File: config.mk
export PLATFORM = sky130hd
export DESIGN_NAME = ght_queue
export DESIGN_NICKNAME = d
export VERILOG_FILES = /design/src/rtl/generational_handle_table_unit_assert.svh /design/src/rtl/ght_pkg.sv /design/src/rtl/ght_queue.sv
export SDC_FILE = /design/constraint.sdc
export NUM_CORES = 1
export LEC_CHECK = 0
export BUFFER_PORTS_ARGS = -buffer_cell sky130_fd_sc_hd__buf_2
export CAP_MARGIN = 10
export CORE_ASPECT_RATIO = 1.2
export CORE_MARGIN = 2
export CORE_UTILIZATION = 25
export CTS_CLUSTER_DIAMETER = 50
export DETAILED_ROUTE_END_ITERATION = 6
export PLACE_DENSITY_LB_ADDON = 0.15
export SLEW_MARGIN = 20
export SYNTH_ARGS = -nofsm -noshare
export SYNTH_HDL_FRONTEND = slang
export SYNTH_SLANG_ARGS = --single-unit
export TNS_END_PERCENT = 20
File: constraint.sdc
create_clock -name clk_i -period 13 [get_ports clk_i]
set_input_delay 1.95 -clock clk_i [delete_from_list [all_inputs] [get_ports clk_i]]
set_output_delay 1.95 -clock clk_i [all_outputs]
set_load 0.05 [all_outputs]
File: src/rtl/generational_handle_table_unit_assert.svh
// Assertion macros for the generational handle table unit.
`ifndef GENERATIONAL_HANDLE_TABLE_UNIT_ASSERT_SVH
`define GENERATIONAL_HANDLE_TABLE_UNIT_ASSERT_SVH

// Same-cycle implication, sampled on clk_i, off while in reset.
`define GHT_ASSERT_IMPLIES(lbl, ante, cons, msg) \
  lbl: assert property (@(posedge clk_i) disable iff (!rst_ni) (ante) |-> (cons)) \
    else $error(msg);

// Next-cycle implication, sampled on clk_i, off while in reset.
`define GHT_ASSERT_NEXT(lbl, ante, cons, msg) \
  lbl: assert property (@(posedge clk_i) disable iff (!rst_ni) (ante) |=> (cons)) \
    else $error(msg);

`endif

File: src/rtl/ght_pkg.sv
// Shared types and constants of the generational handle table.
`timescale 1ns / 1ps
`default_nettype none
package ght_pkg;

  localparam int unsigned HandleW    = 32;
  localparam int unsigned OwnerW     = 31;
  localparam int unsigned DescW      = 20;
  localparam int unsigned QueueDepth = 2;
  localparam int unsigned QueuePtrW  = 1;
  localparam int unsigned QueueCntW  = 2;

  typedef enum logic [1:0] {
    CMD_ALLOC  = 2'd0,
    CMD_LOOKUP = 2'd1,
    CMD_WAIT   = 2'd2,
    CMD_CLOSE  = 2'd3
  } cmd_e;

  typedef enum logic [1:0] {
    ST_OK     = 2'd0,
    ST_FULL   = 2'd1,
    ST_STALE  = 2'd2,
    ST_CLOSED = 2'd3
  } status_e;

  typedef enum logic {
    BK_READ,
    BK_EXEC
  } bk_state_e;

  // One classified command waiting for the execution unit.
  typedef struct packed {
    cmd_e                cmd;
    logic                hi_bad;   // handle has bits set above the generation field
    logic [HandleW-1:0]  handle;
    logic [OwnerW-1:0]   owner;
    logic [DescW-1:0]    wdesc;
    logic [DescW-1:0]    rdesc;
  } item_t;

endpackage
`default_nettype wire

File: src/rtl/ght_queue.sv
// Short command queue between intake and execution unit.
`timescale 1ns / 1ps
`default_nettype none
module ght_queue (
  input  wire logic           clk_i,
  input  wire logic           rst_ni,
  input  wire logic           push_i,
  input  ght_pkg::item_t      item_i,
  input  wire logic           pop_i,
  output ght_pkg::item_t      item_o,
  output logic                full_o,
  output logic                empty_o
);
  import ght_pkg::*;

  item_t                 entry_q [QueueDepth];
  logic [QueuePtrW-1:0]  wr_ptr_q, wr_ptr_d;
  logic [QueuePtrW-1:0]  rd_ptr_q, rd_ptr_d;
  logic [QueueCntW-1:0]  cnt_q, cnt_d;

  assign full_o  = (cnt_q == QueueCntW'(QueueDepth));
  assign empty_o = (cnt_q == '0);
  assign item_o  = entry_q[rd_ptr_q];

  always_comb begin
    wr_ptr_d = wr_ptr_q;
    rd_ptr_d = rd_ptr_q;
    cnt_d    = cnt_q;
    if (push_i) begin
      wr_ptr_d = (wr_ptr_q == QueuePtrW'(QueueDepth - 1)) ? '0 : wr_ptr_q + 1'b1;
    end
    if (pop_i) begin
      rd_ptr_d = (rd_ptr_q == QueuePtrW'(QueueDepth - 1)) ? '0 : rd_ptr_q + 1'b1;
    end
    if (push_i && !pop_i) begin
      cnt_d = cnt_q + 1'b1;
    end else if (!push_i && pop_i) begin
      cnt_d = cnt_q - 1'b1;
    end
  end

  always_ff @(posedge clk_i or negedge rst_ni) begin
    if (!rst_ni) begin
      wr_ptr_q <= '0;
      rd_ptr_q <= '0;
      cnt_q    <= '0;
    end else begin
      wr_ptr_q <= wr_ptr_d;
      rd_ptr_q <= rd_ptr_d;
      cnt_q    <= cnt_d;
    end
  end

  always_ff @(posedge clk_i) begin
    if (push_i) begin
      entry_q[wr_ptr_q] <= item_i;
    end
  end

endmodule
`default_nettype wire

======== After elaboration in Yosys (flattened, before gate mapping) ========
Memories as Yosys holds them, arrays and structs flattened.
Index checks and enable logic that the tools add are counted.
word-level totals
  bits in writable memories ............... 212
  bits in registers ....................... 4
  word-level logic and storage cells ...... 21
  memories ................................ 1
cells by class
  add/subtract/negate cells ............... 4
  eq/ne operators ......................... 1
  muxes and demuxes ....................... 6
  reductions and logical operators ........ 6
memory list
  name     words  bits a word  rd ports  clocked after memory_dff  wr ports  RTL line         RTL
  entry_q  2      106          1         0                         1         ght_queue.sv:16  item_t entry_q [QueueDepth];
operators by type and width
  cell                                                                number
  1-bit 2-to-1 mux                                                    4
  2-bit 2-to-1 mux                                                    2
  1-bit adder, second input constant                                  2
  2-bit by 1-bit adder with 2-bit output, second input constant       1
  2-bit equality test, second input constant                          1
  1-bit logical AND                                                   2
  1-bit logical NOT                                                   2
  2-bit logical NOT                                                   1
  2-bit nonzero test                                                  1
  2-bit by 1-bit subtractor with 2-bit output, second input constant  1

======== Logic depth before layout (Yosys ltp) ========
  word-level depth ........................ 4
  depth in mapped cells ................... 5
  gate-level depth less buffers ........... 5

======== Least setup slack after synthesis ========
Ideal clock, no wire load.
  kind .................................... input-to-reg
  from .................................... in push_i
  to ...................................... mem entry_q[0][0] (netlist bit), enable pin
  stages .................................. 1
  setup slack ............................. 5.857 ns
  arrival ................................. 6.558 ns
  cell sequence ........................... nor2b_1
on the way
  cells in the longest elaborated chain, start to end .. 2
RTL lines
  what                                    RTL line         RTL
  start: declaration                      ght_queue.sv:7   input wire logic push_i,
  1-bit 2-to-1 mux                        ght_queue.sv:55  if (push_i) begin
  1-bit 2-to-1 mux (implied by the code)  ght_queue.sv:56  entry_q[wr_ptr_q] <= item_i;
  end: declaration                        ght_queue.sv:16
No other way between the ends.

==> key figures <==
Synth
  • Area contributors post-synth: edfxtp_1 80%, mux2_2 11%, mux2_4 5.7%
  • Mapped Nets: 457
  • Cell variety after synth: 13
  • Synthesized area per cell: between 20 and 25 um^2
  • Post-synth top area share: 0.8008
  • Synthesis warning total: 0
  • Yosys top cell by area: edfxtp_1
  • Syn Inst Count: around 350
  • Fraction of registers with async set/reset: 0.01852
  • Most common cell in the synthesized netlist: edfxtp_1
  • Synthesized cell area: 7950 um^2
  • Register area share after synthesis: 0.8133
  • Post-synth EDFFs: about 210
  • Yosys reg bits: around 220
  • Post-synth top cells: 212 x edfxtp_1, 76 x mux2_2, 30 x mux2_4, 7 x buf_2, 5 x buf_6
  • Synth Flop Type: edfxtp_1

Power
  • Worst vdd ir: 0.1301 mV
  • Pwr/cell area: 261.0 nW/um^2
  • Total power: 2685 uW
  • Lkg Pwr: 0.003893 uW

Placed design
  • Input/output buffers: about 220
  • Placed cell count: between 900 and 1k
  • Routability congestion estimate: 0.6762
  • Placed Area: 9490 um^2
  • DP HPWL: 10.63 mm

Detailed routing
  • Final ANT Viol Nets: 0
  • Initial DRC count: 133
  • Vias per cell: 4.001
  • Remaining DRCs: 0
  • Routed wire length: about 17 mm
  • Post-DR wirelength/cell: approximately 17 um
  • Via count: ~4.0k
  • 1st-pass router iterations: 4

Flow run
  • Max-cap violations: 0

Floorplanning
  • Core area: 31360 um^2
  • Ports: 218
  • Initial Util: 0.2535
  • Die Y: 199.3 um
  • Die ar.: 33250 um^2
  • # rows: 71
  • Die X: 166.8 um

Final layout
  • Final Net Count: between 600 and 700
  • # diodes: 0
  • Final cell count without fillers: 1001
  • Share of cells above drive strength 1: 0.6050
  • P&R area growth vs syn: 29.37%
  • Design area: 10280 um^2

Global routing
  • Vias in the first global route: roughly 4.5k
  • Gr ovfl total: 0
  • Tot GR Track Use: 0.09646
  • Largest net degree at the start of global routing: 72
  • Global-route wire length before repair: 25.03 mm
  • Initial antenna violation count: 5

Clock tree
  • Worst skew pair latency: 0.51 ns
  • Clock sink count: 216
  • CTS Buf Count: 25
  • Post-CTS setup buffers: 0
  • TritonCTS clock tree: built
  • Clock root cell: clkbuf_16
  • H-tree depth: 1
  • CTS Buffer Depth: 3
  • CTS resizes: 0
  • CTS Hold Buffers Added: 0
  • Clock transition at the registers of the reported paths: about 0.05 ns

Hold path
  • Hold Path Class: reg -> reg

STA
  • Max_slew headroom: 0.4435
  • Post-layout min period: 4.857 ns
  • Final clock skew: ~0.0095 ns
  • Fmax: 205.9 MHz
  • Period utilization: 0.3736
  • Endpoints failing setup: 0
  • Slew Limit Fails: 0
  • Worst Tran Pin Value: 0.8347 ns
  • Fin. Hold Viols: 0
  • RSZ-0062 raised after global routing: no
  • Setup TNS: 0 ns

Setup path
  • CP Data Arrival Time: 2.91 ns
  • CP endpoint kind: output port
  • Crit start category: flip-flop
  • CP max FO: 37
  • Critical path type: reg -> out
  • Crit path required time: 11.05 ns

Run status
  • Run status: complete, no violations
==> layer usage <==
layer | GRT usage | wire length (um) | vias up
met2 | 0.1710 | 8105 | 156
met4 | 0.03161 | 417 | 8
met1 | 0.1019 | 6222 | 1954
li1 | - | - | 1849
met5 | 0 | 58 | -
met3 | 0.04456 | 1713 | 38
==> state kept, by name, summed over array words and instances, names as in the netlist <==
register	count
entry_q	212
cnt_q	2
rd_ptr_q	1
wr_ptr_q	1
==> cell families after synthesis <==
| kind of cell | share of synthesized area |
|---|---|
| flops | 0.8133 |
| fa+ha+maj | 0.001574 |
| mux | 0.1643 |
| buf+inv | 0.01196 |
| simple gates | 0.003306 |
| xor+xnor | 0.005508 |
==> area by class of cell <==
type,count,area (um^2)
inverters,1,3.754
clock buffers,30,644.4
flip-flops and latches,216,6470
well taps,401,501.7
multi-input cells,117,1399
fillers,3068,21070
repair buffers,222,1136
clock inverters,14,130.1
==> worst max-delay path, cell delays in order, from the launching register on <==
cell,delay (ns)
dfrtp_4,0.84
buf_4,0.61
buf_12,0.29
mux2_2,0.38
buf_2,0.22
==> placed cells by master (no fill, tap or decap) <==
master / instances
buf_2: 217
and2_4: 1
dfrtp_4: 1
ha_1: 1
clkbuf_1: 5
nor2b_1: 1
clkinv_8: 1
buf_12: 1
clkinv_2: 2
dfrtp_1: 3
bufinv_16: 2
clkbuf_16: 25
nor2_1: 2
xor2_1: 4
buf_4: 4
mux2_2: 76
xnor2_1: 1
edfxtp_1: 212
clkinv_1: 7
nor2b_4: 1
inv_6: 2
inv_1: 1
mux2_4: 30
==> path summary, 6_finish.rpt <==
check / from / endpoint / slack [ns] / depth (start not counted)
hold reg to reg: cnt_q[1] / cnt_q[1] / 0.49 / 1
setup reg to reg: wr_ptr_q / entry_q[1][23] / 10.67 / 2
min in group asynchronous: rst_ni / wr_ptr_q / 1.24 / 1
hold / removal: cnt_q[1] / cnt_q[1] / 0.49 / 1
setup / recovery: rd_ptr_q / item_o[102] / 8.14 / 4
max in group asynchronous: rst_ni / rd_ptr_q / 11.61 / 1
==> report_power, final <==
part,internal (uW),switching [uW]
Clock,392,264
Combinational,296,745
Sequential,926,60.4
==> through the flow <==
step           setup WS, ns  utilization  hold slack, ns
2_1_floorplan         5.857            -          0.4555
3_3_place_gp          8.514       0.3026          0.4729
3_5_place_dp          8.448       0.3026          0.4764
4_1_cts               7.903       0.3273          0.4883
5_1_grt               7.936       0.3280          0.4977
6_report              8.143       0.3280          0.4852
(Power assumes the default switching activity.)
